### src/rtl/sidr_pkg.sv
`timescale 1ns / 1ps
`default_nettype none
package sidr_pkg;

   localparam logic [15:0] SYNC_FIRST  = 16'h5487;
   localparam logic [15:0] SYNC_SECOND = 16'hffff;
   localparam logic [7:0]  REPLY_LO    = 8'h54;
   localparam logic [7:0]  REPLY_HI    = 8'h87;
   localparam logic [31:0] BASE_RESET  = 32'h0008_0000;

   localparam int QUEUE_DEPTH = 4;
   localparam int QPTR_W      = $clog2(QUEUE_DEPTH);
   localparam int QCNT_W      = $clog2(QUEUE_DEPTH + 1);

   typedef enum logic [1:0] {
      KIND_TX   = 2'd0,
      KIND_MEM  = 2'd1,
      KIND_DONE = 2'd2
   } kind_type;

   typedef enum logic [2:0] {
      PH_HUNT1 = 3'd0,
      PH_HUNT2 = 3'd1,
      PH_SIZE  = 3'd2,
      PH_DATA  = 3'd3,
      PH_ACK   = 3'd4,
      PH_DONE  = 3'd5
   } phase_type;

   typedef struct packed {
      kind_type    result_kind;
      logic [7:0]  data_byte;
      logic [31:0] mem_addr;
      logic        last;
   } rsp_item_type;

endpackage
`default_nettype wire

### src/rtl/sidr_req_if.sv
`timescale 1ns / 1ps
`default_nettype none
interface sidr_req_if;
   logic       valid;
   logic       ready;
   logic [7:0] rx_byte;

   modport source (output valid, output rx_byte, input ready);
   modport sink (input valid, input rx_byte, output ready);
endinterface
`default_nettype wire

### src/rtl/sidr_rsp_if.sv
`timescale 1ns / 1ps
`default_nettype none
interface sidr_rsp_if;
   logic        valid;
   logic        ready;
   logic [1:0]  result_kind;
   logic [7:0]  data_byte;
   logic [31:0] mem_addr;
   logic        last;

   modport source (output valid, output result_kind, output data_byte,
                   output mem_addr, output last, input ready);
   modport sink (input valid, input result_kind, input data_byte,
                 input mem_addr, input last, output ready);
endinterface
`default_nettype wire

### src/rtl/sidr_csr_if.sv
`timescale 1ns / 1ps
`default_nettype none
interface sidr_csr_if;
   logic        valid;
   logic        ready;
   logic [31:0] load_base;

   modport source (output valid, output load_base, input ready);
   modport sink (input valid, input load_base, output ready);
endinterface
`default_nettype wire

### src/rtl/serial_image_download_receiver.sv
`timescale 1ns / 1ps
`default_nettype none
// Serial image download receiver. Each req beat carries one byte from the serial line; the
// block hunts the sync word 0x5487 (answering with transmit beats 0x54, 0x87), then 0xFFFF,
// reads a little-endian 32-bit size and turns each image byte into a memory write at
// load_base plus its index, then transmits the XOR checksum and waits for an acknowledge
// byte (zero completes, nonzero restarts at the size). A byte is processed in the cycle it
// is accepted and its results enter a four-entry result queue, so a byte can be taken every
// cycle while the queue holds fewer than three beats. The rsp side drains one beat per cycle
// from that queue while rsp.ready is high; the sync byte and the last image byte produce two
// beats, every other byte at most one. The csr port is always ready.
module serial_image_download_receiver (
   input  wire logic  clock,
   input  wire logic  reset,
   sidr_req_if.sink   req,
   sidr_rsp_if.source rsp,
   sidr_csr_if.sink   csr
);
   import sidr_pkg::*;

   logic [31:0]  load_base_ff;
   phase_type    phase_ff, phase_in;
   logic [15:0]  sync_shift_ff, sync_shift_in;
   logic [1:0]   size_seen_ff, size_seen_in;
   logic [31:0]  image_size_ff, image_size_in;
   logic [31:0]  bytes_rcvd_ff, bytes_rcvd_in;
   logic [7:0]   running_xor_ff, running_xor_in;

   rsp_item_type queue_ff [QUEUE_DEPTH];
   logic [QPTR_W-1:0] wr_ptr_ff, rd_ptr_ff;
   logic [QCNT_W-1:0] count_ff;

   logic         accept;
   logic         pop;
   logic [1:0]   push_n;
   rsp_item_type res0, res1;

   logic [7:0]   b;
   logic [15:0]  shift_next;
   logic [31:0]  size_or;
   logic [31:0]  rcvd_inc;
   logic [7:0]   xor_next;

   assign csr.ready = 1'b1;
   assign req.ready = (count_ff < QCNT_W'(QUEUE_DEPTH - 1));
   assign accept    = req.valid && req.ready;
   assign pop       = rsp.valid && rsp.ready;

   assign b          = req.rx_byte;
   assign shift_next = {sync_shift_ff[7:0], b};
   assign size_or    = image_size_ff | ({24'd0, b} << {size_seen_ff, 3'b000});
   assign rcvd_inc   = bytes_rcvd_ff + 32'd1;
   assign xor_next   = running_xor_ff ^ b;

   // Next phase and the download counters.
   always_comb begin
      phase_in       = phase_ff;
      sync_shift_in  = sync_shift_ff;
      size_seen_in   = size_seen_ff;
      image_size_in  = image_size_ff;
      bytes_rcvd_in  = bytes_rcvd_ff;
      running_xor_in = running_xor_ff;
      case (phase_ff)
         PH_HUNT1: begin
            if (shift_next == SYNC_FIRST) begin
               sync_shift_in = 16'd0;
               phase_in      = PH_HUNT2;
            end else begin
               sync_shift_in = shift_next;
            end
         end
         PH_HUNT2: begin
            sync_shift_in = shift_next;
            if (shift_next == SYNC_SECOND) begin
               phase_in       = PH_SIZE;
               size_seen_in   = 2'd0;
               image_size_in  = 32'd0;
               bytes_rcvd_in  = 32'd0;
               running_xor_in = 8'd0;
            end
         end
         PH_SIZE: begin
            image_size_in = size_or;
            size_seen_in  = size_seen_ff + 2'd1;
            if (size_seen_ff == 2'd3) begin
               bytes_rcvd_in  = 32'd0;
               running_xor_in = 8'd0;
               phase_in       = (size_or == 32'd0) ? PH_ACK : PH_DATA;
            end
         end
         PH_DATA: begin
            running_xor_in = xor_next;
            bytes_rcvd_in  = rcvd_inc;
            if (rcvd_inc == image_size_ff) begin
               phase_in = PH_ACK;
            end
         end
         PH_ACK: begin
            if (b == 8'd0) begin
               phase_in = PH_DONE;
            end else begin
               phase_in       = PH_SIZE;
               size_seen_in   = 2'd0;
               image_size_in  = 32'd0;
               bytes_rcvd_in  = 32'd0;
               running_xor_in = 8'd0;
            end
         end
         default: begin
            phase_in = phase_ff;
         end
      endcase
   end

   // Result beats caused by the current byte.
   always_comb begin
      push_n = 2'd0;
      res0   = '{result_kind: KIND_TX, data_byte: 8'd0, mem_addr: 32'd0, last: 1'b1};
      res1   = '{result_kind: KIND_TX, data_byte: 8'd0, mem_addr: 32'd0, last: 1'b1};
      case (phase_ff)
         PH_HUNT1: begin
            if (shift_next == SYNC_FIRST) begin
               push_n         = 2'd2;
               res0.data_byte = REPLY_LO;
               res0.last      = 1'b0;
               res1.data_byte = REPLY_HI;
            end
         end
         PH_SIZE: begin
            if (size_seen_ff == 2'd3 && size_or == 32'd0) begin
               push_n = 2'd1;
            end
         end
         PH_DATA: begin
            res0.result_kind = KIND_MEM;
            res0.data_byte   = b;
            res0.mem_addr    = load_base_ff + bytes_rcvd_ff;
            res1.data_byte   = xor_next;
            if (rcvd_inc == image_size_ff) begin
               push_n    = 2'd2;
               res0.last = 1'b0;
            end else begin
               push_n = 2'd1;
            end
         end
         PH_ACK: begin
            if (b == 8'd0) begin
               push_n           = 2'd1;
               res0.result_kind = KIND_DONE;
            end
         end
         default: begin
            push_n = 2'd0;
         end
      endcase
   end

   always_ff @(posedge clock) begin
      if (reset) begin
         load_base_ff   <= BASE_RESET;
         phase_ff       <= PH_HUNT1;
         sync_shift_ff  <= 16'd0;
         size_seen_ff   <= 2'd0;
         image_size_ff  <= 32'd0;
         bytes_rcvd_ff  <= 32'd0;
         running_xor_ff <= 8'd0;
      end else begin
         if (csr.valid) begin
            load_base_ff <= csr.load_base;
         end
         if (accept) begin
            phase_ff       <= phase_in;
            sync_shift_ff  <= sync_shift_in;
            size_seen_ff   <= size_seen_in;
            image_size_ff  <= image_size_in;
            bytes_rcvd_ff  <= bytes_rcvd_in;
            running_xor_ff <= running_xor_in;
         end
      end
   end

   // Result queue. Both beats of a byte are written in the same cycle.
   logic [1:0]        push_eff;
   logic [QCNT_W-1:0] count_in;

   assign push_eff = accept ? push_n : 2'd0;
   assign count_in = count_ff + QCNT_W'(push_eff) - QCNT_W'(pop);

   always_ff @(posedge clock) begin
      if (reset) begin
         wr_ptr_ff <= '0;
         rd_ptr_ff <= '0;
         count_ff  <= '0;
      end else begin
         wr_ptr_ff <= wr_ptr_ff + QPTR_W'(push_eff);
         rd_ptr_ff <= rd_ptr_ff + QPTR_W'(pop);
         count_ff  <= count_in;
      end
   end

   always_ff @(posedge clock) begin
      if (push_eff != 2'd0) begin
         queue_ff[wr_ptr_ff] <= res0;
      end
      if (push_eff == 2'd2) begin
         queue_ff[wr_ptr_ff + QPTR_W'(1)] <= res1;
      end
   end

   assign rsp.valid       = (count_ff != '0);
   assign rsp.result_kind = queue_ff[rd_ptr_ff].result_kind;
   assign rsp.data_byte   = queue_ff[rd_ptr_ff].data_byte;
   assign rsp.mem_addr    = queue_ff[rd_ptr_ff].mem_addr;
   assign rsp.last        = queue_ff[rd_ptr_ff].last;

   // A beat that is not the last of its byte always has its partner queued behind it.
   a_pair_complete: assert property (@(posedge clock) disable iff (reset)
      (rsp.valid && !rsp.last) |-> (count_ff >= QCNT_W'(2)))
      else $error("first beat of a pair without its partner in the queue");

   // Once the load is complete, no byte produces a result.
   a_done_silent: assert property (@(posedge clock) disable iff (reset)
      (accept && phase_ff == PH_DONE) |=> (count_ff <= $past(count_ff)))
      else $error("result produced after load completion");

   // The queue never holds more beats than it has entries.
   a_queue_bound: assert property (@(posedge clock) disable iff (reset)
      count_ff <= QCNT_W'(QUEUE_DEPTH))
      else $error("result queue overflow");

endmodule
`default_nettype wire

### src/flat_wrapper.sv
// flat-port wrapper written by rule: the top's interface ports become plain ports
module serial_image_download_receiver_flat import sidr_pkg::*;
  (clock, reset, req_valid, req_rx_byte, req_ready, rsp_valid, rsp_result_kind, rsp_data_byte, rsp_mem_addr, rsp_last, rsp_ready, csr_valid, csr_load_base, csr_ready);
  sidr_req_if req_i ();
  sidr_rsp_if rsp_i ();
  sidr_csr_if csr_i ();
  input  wire logic clock;
  input  wire logic reset;
  input wire logic [$bits(req_i.valid)-1:0] req_valid;
  input wire logic [$bits(req_i.rx_byte)-1:0] req_rx_byte;
  output wire logic [$bits(req_i.ready)-1:0] req_ready;
  output wire logic [$bits(rsp_i.valid)-1:0] rsp_valid;
  output wire logic [$bits(rsp_i.result_kind)-1:0] rsp_result_kind;
  output wire logic [$bits(rsp_i.data_byte)-1:0] rsp_data_byte;
  output wire logic [$bits(rsp_i.mem_addr)-1:0] rsp_mem_addr;
  output wire logic [$bits(rsp_i.last)-1:0] rsp_last;
  input wire logic [$bits(rsp_i.ready)-1:0] rsp_ready;
  input wire logic [$bits(csr_i.valid)-1:0] csr_valid;
  input wire logic [$bits(csr_i.load_base)-1:0] csr_load_base;
  output wire logic [$bits(csr_i.ready)-1:0] csr_ready;
  assign req_i.valid = req_valid;
  assign req_i.rx_byte = req_rx_byte;
  assign req_ready = req_i.ready;
  assign rsp_valid = rsp_i.valid;
  assign rsp_result_kind = rsp_i.result_kind;
  assign rsp_data_byte = rsp_i.data_byte;
  assign rsp_mem_addr = rsp_i.mem_addr;
  assign rsp_last = rsp_i.last;
  assign rsp_i.ready = rsp_ready;
  assign csr_i.valid = csr_valid;
  assign csr_i.load_base = csr_load_base;
  assign csr_ready = csr_i.ready;
  serial_image_download_receiver u_core (.clock(clock), .reset(reset), .req(req_i), .rsp(rsp_i), .csr(csr_i));
endmodule
### config.mk
export PLATFORM = sky130hd
export DESIGN_NAME = serial_image_download_receiver_flat
export DESIGN_NICKNAME = d
export VERILOG_FILES = /design/src/rtl/sidr_pkg.sv /design/src/rtl/sidr_req_if.sv /design/src/rtl/sidr_rsp_if.sv /design/src/rtl/sidr_csr_if.sv /design/src/rtl/serial_image_download_receiver.sv /design/src/flat_wrapper.sv
export SDC_FILE = /design/constraint.sdc
export NUM_CORES = 1
export LEC_CHECK = 0
export ABC_CLOCK_PERIOD_IN_PS = 5050
export BUFFER_PORTS_ARGS = -buffer_cell sky130_fd_sc_hd__buf_2
export CORE_ASPECT_RATIO = 0.5
export CORE_MARGIN = 5
export CORE_UTILIZATION = 61
export DETAILED_ROUTE_END_ITERATION = 16
export HOLD_SLACK_MARGIN = 0.1
export PLACE_DENSITY = 0.8
export SLEW_MARGIN = 20
export SYNTH_ARGS = -nofsm -noshare
export SYNTH_HDL_FRONTEND = slang
export SYNTH_SLANG_ARGS = --single-unit
### constraint.sdc
create_clock -name clock -period 5.05 [get_ports clock]
set_input_delay 0.2525 -clock clock [delete_from_list [all_inputs] [get_ports clock]]
set_output_delay 0.2525 -clock clock [all_outputs]
set_load 0.03 [all_outputs]
==> run metrics, run 1 <==
Synth Flop Type=dfxtp_1; number of port buffers=89; GRT Util Overall=33.73%; clock share of power=39.2%; H-tree levels=1; RSZ-0062 raised after global routing=no; WP data arrival=5.16 ns; min-delay worst type=input port to flip-flop; # IOs=91; synthesis-to-layout area growth=11.87%; die area=0.02843 mm2; Max FO, Critical Path=8; CP endpoint=u_core.count_ff[2]$_SDFF_PP0_; area of the core=0.02427 mm2; Fill cells=1888; Routed met1 length=21370 um; DRT antenna net count=0; data required time at the worst endpoint=5.47 ns; Gate power share=11.6%; EDFF count, synth=32; met3 WL=6287 um; setup TNS=0 ns; pin count of the biggest net entering global routing=83; clock root buffer=clkbuf_16; final wirelength=48760 um; Rows=40; initial antenna violation count=2; FF-to-FF path depth=14; CTS Buf Count=26; top post-synthesis cells by area=dfxtp_1 (35%), mux4_2 (6.4%), o21ai_0 (6.3%); final core utilization=70.22%; post-synth top area cell=dfxtp_1; number of distinct library cells after synthesis=84; status=complete, no violations; wire per inst=22.63 um; DRC=0; Max VDD drop=267.3 uV; Hold Vio Cnt, Final=0; reg2reg setup slack=0.31 ns; clk buf depth=3; Post-CTS Setup Bufs=0; CP max stage delay=0.53 ns; most frequent cell after synthesis=dfxtp_1; vias in the first global route=13341; Initial Util=62.77%; Starting DRT DRC Count=1614; routability cong.=1.041; Mapped Area=0.01524 mm2; period utilization=93.93%; Slew headroom=30.26%; async set-reset flop share out of synthesis=0%; Net Count, Synth=1820; CP max-delay cell=or4_4; chip height=121.8 um; P_int=3.723 mW; Leak=6.528 nW; maxcap violations=0; Synth Instances=1735; Post-synth top cells=dfxtp_1 (264), nand2_1 (210), o21ai_0 (193); Power Dens Cells=297.7 mW/mm2; fraction of layout cells with a size suffix above 1=12.86%; ant diodes=0; vias=14090; Worst-Margin Slew=1.044 ns; DP HPWL=34220 um; Sw Ratio=26.63%; total gr overflow=0; worst skew pair latency=0.57 ns; YS warnings=0; Fmax achieved=210.8 MHz; PnR Total Power=5.075 mW; sequential power share=49.2%; Chip Width=233.5 um; sequential cell area fraction in the yosys report=40.99%; Layout Nets=1884; first-pass GRT wire length=75510 um; first-pass iteration count of the detailed router=6; min Tclk post-route=4.743 ns; Worst setup SP type=flip-flop; CTS tree=built; Worst setup EP type=flip-flop; #FFs+latches synth=296; met2 routed WL=19710 um; top sig layer=met5; Final Max Slew Viols=0; Avg Cell Area, Syn=8.782 um2; worst flop-to-flop path endpoint=u_core.count_ff[2]$_SDFF_PP0_; Final Skew=0.02227 ns; share of the synthesized area in the top cell type=34.69%; CP startpoint=u_core.bytes_rcvd_ff[1]$_SDFFE_PP0P_; Setup violations, final=0; CTS sink count=296; P_sw=1.352 mW; R2R Path Start=u_core.bytes_rcvd_ff[1]$_SDFFE_PP0P_; critical path cell sequence=ha_1 > nand4_4 > or3_1 > or4_4 > or3_1 > a211o_1 > nor3_2 > and2_1 > o21ai_0 > ha_1 > fa_1 > xnor2_1 > xnor2_1 > nor2_1; Vias/cell=6.538; Clock Pin Slew Worst Setup and Hold Paths=0.08 ns; CP Class=flip-flop to flip-flop
[through the flow]
stage | std cells | setup slack (ns) | hold WS, ns | area [um2]
floorplan | 1735 | 0.6460 | 0.3788 | 15240
global placement | 2075 | 0.4621 | 0.4268 | 15880
detailed placement | 2075 | 0.3267 | 0.4380 | 15880
CTS | 2155 | 0.3084 | 0.1110 | 17040
global route | 2155 | 0.02784 | 0.1273 | 17050
finish | 2155 | 0.3065 | 0.1202 | 17050
[registers in the layout (all words and copies together) (netlist names)]
name	cells
u_core.phase_ff	3
u_core.rd_ptr_ff	2
u_core.image_size_ff	32
u_core.count_ff	3
u_core.wr_ptr_ff	2
u_core.queue_ff	172
u_core.bytes_rcvd_ff	32
u_core.sync_shift_ff	8
u_core.load_base_ff	32
u_core.running_xor_ff	8
u_core.size_seen_ff	2
[timing repair]
item | in CTS | in global routing
hold endpoints to repair | 32 | 0
hold buffers | 32 | 0
gates resized for setup | 0 | 1
endpoints found under the setup margin | 0 | 1
[power groups by stage]
stage | Sequential (mW) | Combinational [mW] | Clock [mW]
after floorplan | 2.48 | 0.466 | 0
after global placement | 2.55 | 0.558 | 0
after detailed placement | 2.55 | 0.559 | 0
after CTS | 2.50 | 0.584 | 1.99
after global routing | 2.51 | 0.626 | 2.11
final | 2.49 | 0.590 | 1.99
[worst min path at each step]
stage	from	end	slack, ns	cells past startpoint
6_report	reset	u_core.load_base_ff[20]$_SDFFE_PP0P_	0.12	2
5_1_grt	reset	u_core.wr_ptr_ff[1]$_SDFF_PP0_	0.13	2
4_1_cts	reset	u_core.count_ff[1]$_SDFF_PP0_	0.11	2
3_5_place_dp	u_core.queue_ff[1][41]$_SDFFE_PP0N_	u_core.queue_ff[1][41]$_SDFFE_PP0N_	0.44	2
3_3_place_gp	u_core.queue_ff[0][19]$_SDFFE_PP0N_	u_core.queue_ff[0][19]$_SDFFE_PP0N_	0.43	2
2_1_floorplan	reset	u_core.load_base_ff[19]$_SDFFE_PP1P_	0.38	2
[placed cells by master, fill, tap and decap left out, types with 28 or more instances in the layout]
cell           netlist  layout
o21ai_0            193     193
a22oi_1             49      49
inv_1               31      31
nand3_1             35      35
xnor2_1             43      43
ha_1                38      38
buf_4                1      35
mux2i_1             41      41
nand2_1            210     209
a22o_1              34      34
dlygate4sd3_1        0      32
nor3_1              28      28
nor2_1             180     180
edfxtp_1            32      32
buf_2               20      88
a21oi_1             94      93
mux4_2              43      43
dfxtp_1            264     262
[cells by family after synthesis]
group                      share of synthesized area (%)
and+or+nand+nor                                    18.85
AOI/OAI and AO/OA                                  19.63
DFF                                                40.99
buffers and inverters                              3.991
muxes                                              9.345
xor gates and xnor gates                           3.794
adders and majority gates                          3.383
other                                            0.02461
[layout make-up]
| cell class | instances | area, um2 | area share, % |
|---|---|---|---|
| multi-input cells | 1289 | 8402 | 49.29 |
| flip-flops and latches | 296 | 6248 | 36.66 |
| repair buffers | 155 | 1023 | 6.005 |
| clock buffers | 34 | 710.7 | 4.169 |
| well taps | 336 | 420.4 | 2.466 |
| clock inverters | 14 | 123.9 | 0.7267 |
| inverters | 31 | 116.4 | 0.6827 |
[layer usage]
metal	vias to the layer above	global-route usage, %
li1	6395	-
met1	6714	49.79
met2	852	48.30
met3	125	10.29
met4	4	8.135
met5	-	2.604
[critical path, delay by kind of cell, from the launching register on]
kind	cells	cell delay [ns]
compound gates	2	0.50
xor+xnor	2	0.34
fa+ha+maj	3	1.21
flops	1	0.47
simple gates	7	2.07
Power figures use the tool's default switching activity.
==> run 2, diff against run 1 <==
CORE_MARGIN = 2   (was 5)
==> run metrics, run 2 (same netlist as run 1, synthesis figures left out) <==
min-delay worst type=input port to flip-flop; critical path cell sequence=ha_1 > nand4_4 > or3_1 > or4_4 > or3_1 > a211o_1 > or3_1 > mux2_2 > a21oi_1 > nor2_1 > ha_1 > inv_1 > fa_1 > nor2_1; Final Instance Area=0.01728 mm2; clock root buffer=clkbuf_16; GRT Util Overall=37.38%; Fmax achieved=211.3 MHz; initial antenna violation count=3; Leak=6.644 nW; chip height=115.8 um; vias=14239; min Tclk post-route=4.733 ns; Starting DRT DRC Count=1835; Final WS setup=0.3169 ns; RSZ-0062 raised after global routing=no; Layout Nets=1886; storage element area=0.006248 mm2; met2 Use GR=53.09%; number of port buffers=89; Clock Pin Slew Worst Setup and Hold Paths=0.07 ns; clk buf depth=3; synthesis-to-layout area growth=13.39%; Rows=40; reg2reg setup slack=0.32 ns; wire per inst=22.97 um; Worst setup SP type=flip-flop; placed instance area=0.01589 mm2; Gate power share=11.9%; Chip Width=227.5 um; WP data arrival=5.21 ns; CP Class=flip-flop to flip-flop; Power Dens Cells=316.2 mW/mm2; Bufs and invs on worst path=1; vias in the first global route=13010; most common cell after layout, fill and taps aside=dfxtp_1; area of the multi-input gates=0.008412 mm2; critical path's top delay family=simple AND/OR/NAND/NOR gates; most frequent cells in the layout=dfxtp_1 (262), nand2_1 (209), o21ai_0 (193); DRC=0; pin count of the biggest net entering global routing=102; Slew headroom=24.09%; met1 Resource Use GR=57.12%; gr busiest metal=met1; fraction of layout cells with a size suffix above 1=13.12%; Largest register FFs=172; Max FO, Critical Path=8; first-pass GRT wire length=75380 um; non-filler cells, final=2158; P_int=4.104 mW; first-pass iteration count of the detailed router=6; Fill cells=1845; Setup violations, final=0; Initial Util=62.77%; CP endpoint=u_core.count_ff[1]$_SDFF_PP0_; CTS sink count=296; Stages on worst setup path=14; routability cong.=1.008; CTS Buf Count=26; Worst-Margin Slew=1.139 ns; maxcap violations=0; sequential power share=44.6%; CP startpoint=u_core.bytes_rcvd_ff[0]$_SDFFE_PP0P_; R2R Path Start=u_core.bytes_rcvd_ff[0]$_SDFFE_PP0P_; status=complete, no violations; met3 Track Usage GR=8.722%; P_sw=1.359 mW; DRT antenna net count=0; H-tree levels=1; final hold slack=0.1677 ns; Crit path top cell by count=or3_1; total gr overflow=0; Top reg by flops=u_core.queue_ff; CTS tree=built; worst skew pair latency=0.55 ns; worst slack, placed=0.3275 ns; DP HPWL=34160 um; Hold Vio Cnt, Final=0; Max VDD drop=276.8 uV; CP max stage delay=0.53 ns; final wirelength=49560 um; clock share of power=43.4%; Sw Ratio=24.87%; placed insts=2075; CP max-delay cell=or4_4; Final Skew=0.02084 ns; data required time at the worst endpoint=5.53 ns; Vias/cell=6.598; setup TNS=0 ns; FF-to-FF path depth=14; die area=0.02634 mm2; # IOs=91; period utilization=93.72%; Post-CTS Setup Bufs=0; worst flop-to-flop path endpoint=u_core.count_ff[1]$_SDFF_PP0_; Final Max Slew Viols=0; area of the core=0.02427 mm2; Worst setup EP type=flip-flop
==> run 2: power by group through the flow <==
stage	clock, mW	combinational (mW)	sequential [mW]
after floorplan	0	0.466	2.48
after global placement	0	0.617	2.49
after detailed placement	0	0.621	2.49
after CTS	2.38	0.646	2.44
after global routing	2.48	0.702	2.44
final	2.37	0.651	2.44
==> run 2: metal layers <==
metal	share of wire [%]	wire, um
met5	0	0
met1	44	22000
met3	13	6315
met2	41	20200
met4	2.1	1049
==> run 2: worst min-delay path by stage <==
stage,start,end,cells past startpoint
2_1_floorplan,reset,u_core.load_base_ff[19]$_SDFFE_PP1P_,2
3_3_place_gp,u_core.queue_ff[0][23]$_SDFFE_PP0N_,u_core.queue_ff[0][23]$_SDFFE_PP0N_,2
3_5_place_dp,u_core.queue_ff[3][14]$_SDFFE_PN0P_,u_core.queue_ff[3][14]$_SDFFE_PN0P_,2
4_1_cts,req_rx_byte[2],u_core.running_xor_ff[2]$_SDFFE_PP0P_,3
5_1_grt,req_rx_byte[2],u_core.running_xor_ff[2]$_SDFFE_PP0P_,3
6_report,req_rx_byte[2],u_core.running_xor_ff[2]$_SDFFE_PP0P_,3
==> run 2: stage by stage <==
stage / total power [mW] / util [%]
2_1_floorplan: 2.945 / -
3_3_place_gp: 3.106 / 65.44
3_5_place_dp: 3.111 / 65.45
4_1_cts: 5.459 / 71.12
5_1_grt: 5.627 / 71.18
6_report: 5.463 / 71.18
==> run 2: timing repair <==
item,4_1_cts,5_1_grt
endpoints found under the hold margin,49,0
endpoints found under the setup margin,0,2
hold buffers,34,0
resized for setup,0,2
==> run 2: cell type report <==
type / instances / share of cell area, %
clock buffers: 34 / 4.417
clock inverters: 14 / 1.571
multi-input cells: 1289 / 48.69
well taps: 336 / 2.433
inverters: 31 / 0.6735
diodes: 1 / 0.01448
flip-flops and latches: 296 / 36.16
repair buffers: 157 / 6.040
==> run 2: worst register-to-register path, delay by kind of cell, from the launching register on <==
| kind | cells | cell delay [ns] |
|---|---|---|
| AO/OA/AOI/OAI | 2 | 0.45 |
| multiplexers | 1 | 0.33 |
| flip-flops | 1 | 0.50 |
| adder cells (fa/ha/maj) | 3 | 1.01 |
| buffers and inverters | 1 | 0.06 |
| AND/OR/NAND/NOR | 7 | 2.32 |
==> run 3, diff against run 2 <==
CORE_UTILIZATION = 25   (was 61)
PLACE_DENSITY = unset   (was 0.8)
==> run metrics, run 3 (same netlist as run 1, synthesis figures left out) <==
status=complete, no violations; chip height=178.6 um; met1 Resource Use GR=19.67%; Final Skew=0.01386 ns; reg2reg setup slack=0.29 ns; data required time at the worst endpoint=5.44 ns; Bufs and invs on worst path=0; Max VDD drop=209.2 uV; met3 Track Usage GR=2.230%; first-pass iteration count of the detailed router=5; CP startpoint=u_core.bytes_rcvd_ff[1]$_SDFFE_PP0P_; final hold slack=0.1973 ns; P_int=4.117 mW; FF-to-FF path depth=14; worst flop-to-flop path endpoint=u_core.count_ff[2]$_SDFF_PP0_; met2 Use GR=23.98%; Power Dens Cells=308.4 mW/mm2; DP HPWL=33190 um; Layout Nets=1886; Top reg by flops=u_core.queue_ff; RSZ-0062 raised after global routing=no; most common cell after layout, fill and taps aside=dfxtp_1; Setup violations, final=0; number of port buffers=89; initial antenna violation count=0; CTS sink count=296; total gr overflow=0; most frequent cells in the layout=dfxtp_1 (262), nand2_1 (209), o21ai_0 (193); Initial Util=25.50%; sequential power share=46.1%; GRT Util Overall=14.55%; critical path's top delay family=simple AND/OR/NAND/NOR gates; Hold Vio Cnt, Final=0; H-tree levels=2; synthesis-to-layout area growth=17.36%; Rows=63; worst slack, placed=0.3058 ns; Worst-Margin Slew=1.030 ns; Worst setup SP type=flip-flop; area of the core=0.05975 mm2; non-filler cells, final=2635; wire per inst=18.03 um; Hold EP=u_core.sync_shift_ff[3]$_SDFFE_PP0P_; Final Max Slew Viols=0; area of the multi-input gates=0.008413 mm2; CTS Buf Count=34; ant diodes=0; Slew headroom=31.19%; Largest register FFs=172; pin count of the biggest net entering global routing=66; period utilization=94.31%; Fmax achieved=210.0 MHz; Worst setup EP type=flip-flop; Leak=6.649 nW; die area=0.06306 mm2; DRT antenna net count=0; min Tclk post-route=4.763 ns; Max FO, Critical Path=8; vias=13465; WP data arrival=5.15 ns; final wirelength=47520 um; routability cong.=0.9326; Vias/cell=5.110; clock share of power=44.3%; placed insts=2545; first-pass GRT wire length=72730 um; clk buf depth=3; Post-CTS Setup Bufs=0; # IOs=91; Sw Ratio=25.34%; Clock Pin Slew Worst Setup and Hold Paths=0.06 ns; vias in the first global route=12448; min-delay worst type=input port to flip-flop; P_sw=1.397 mW; Fill cells=6281; CTS tree=built; critical path cell sequence=ha_1 > nand4_4 > or3_1 > or4_4 > or3_1 > a211o_1 > nor3_2 > and2_1 > o21ai_0 > ha_1 > fa_1 > xnor2_1 > xnor2_1 > nor2_1; storage element area=0.006251 mm2; CP max stage delay=0.54 ns; gr busiest metal=met2; Gate power share=9.7%; Hold Path Cell Cnt=2; worst skew pair latency=0.53 ns; maxcap violations=0; setup TNS=0 ns; fraction of layout cells with a size suffix above 1=13.06%; DRC=0; CP Class=flip-flop to flip-flop; clock root buffer=clkbuf_16; Final WS setup=0.2872 ns; Chip Width=353.1 um; Starting DRT DRC Count=1188; HP Start=reset; CP max-delay cell=or4_4; R2R Path Start=u_core.bytes_rcvd_ff[1]$_SDFFE_PP0P_
[run 3: changes by cell type in the layout (fill, tap and decap cells not counted), sizes merged]
cell	change
buf	-6
bufinv	-6
clkbuf	+16
diode	-1
dlygate4sd3	-2
[run 3: timing repair]
item / in CTS / in global routing
hold endpoints to repair: 32 / 0
resized for setup: 0 / 1
setup endpoints to repair: 0 / 1
hold buffers: 32 / 0
[run 3: worst max path at each step]
| stage | to | slack, ns | depth (start not counted) |
|---|---|---|---|
| floorplan | u_core.count_ff[2]$_SDFF_PP0_ | 0.65 | 15 |
| detailed placement | u_core.count_ff[2]$_SDFF_PP0_ | 0.31 | 15 |
| finish | u_core.count_ff[2]$_SDFF_PP0_ | 0.29 | 14 |
| global placement | u_core.count_ff[2]$_SDFF_PP0_ | 0.44 | 14 |
| global route | u_core.count_ff[2]$_SDFF_PP0_ | 0.009 | 14 |
| CTS | u_core.count_ff[2]$_SDFF_PP0_ | 0.29 | 15 |
[run 3: metrics by stage]
stage	instance area, um2	util, %	total power, mW
floorplan	15240	-	2.945
global placement	16450	27.53	3.114
detailed placement	16450	27.53	3.109
CTS	17880	29.92	5.560
global route	17880	29.93	5.703
finish	17880	29.93	5.515
[run 3: layout make-up]
type / instances / area share [%]
repair buffers: 149 / 5.472
multi-input cells: 1289 / 47.05
clock inverters: 8 / 0.5108
well taps: 812 / 5.681
flip-flops and latches: 296 / 34.96
clock buffers: 50 / 5.681
inverters: 31 / 0.6507
[run 3: routing by layer]
layer	up-vias	routed length (um)
li1	6420	-
met1	6503	21560
met2	468	21840
met3	74	3002
met4	0	1113
met5	-	0
[run 3: power groups by stage]
stage | logic, mW | registers, mW | clock network (mW)
final | 0.533 | 2.54 | 2.44
after global routing | 0.569 | 2.56 | 2.57
after CTS | 0.532 | 2.55 | 2.48
after detailed placement | 0.510 | 2.60 | 0
after global placement | 0.514 | 2.60 | 0
after floorplan | 0.466 | 2.48 | 0
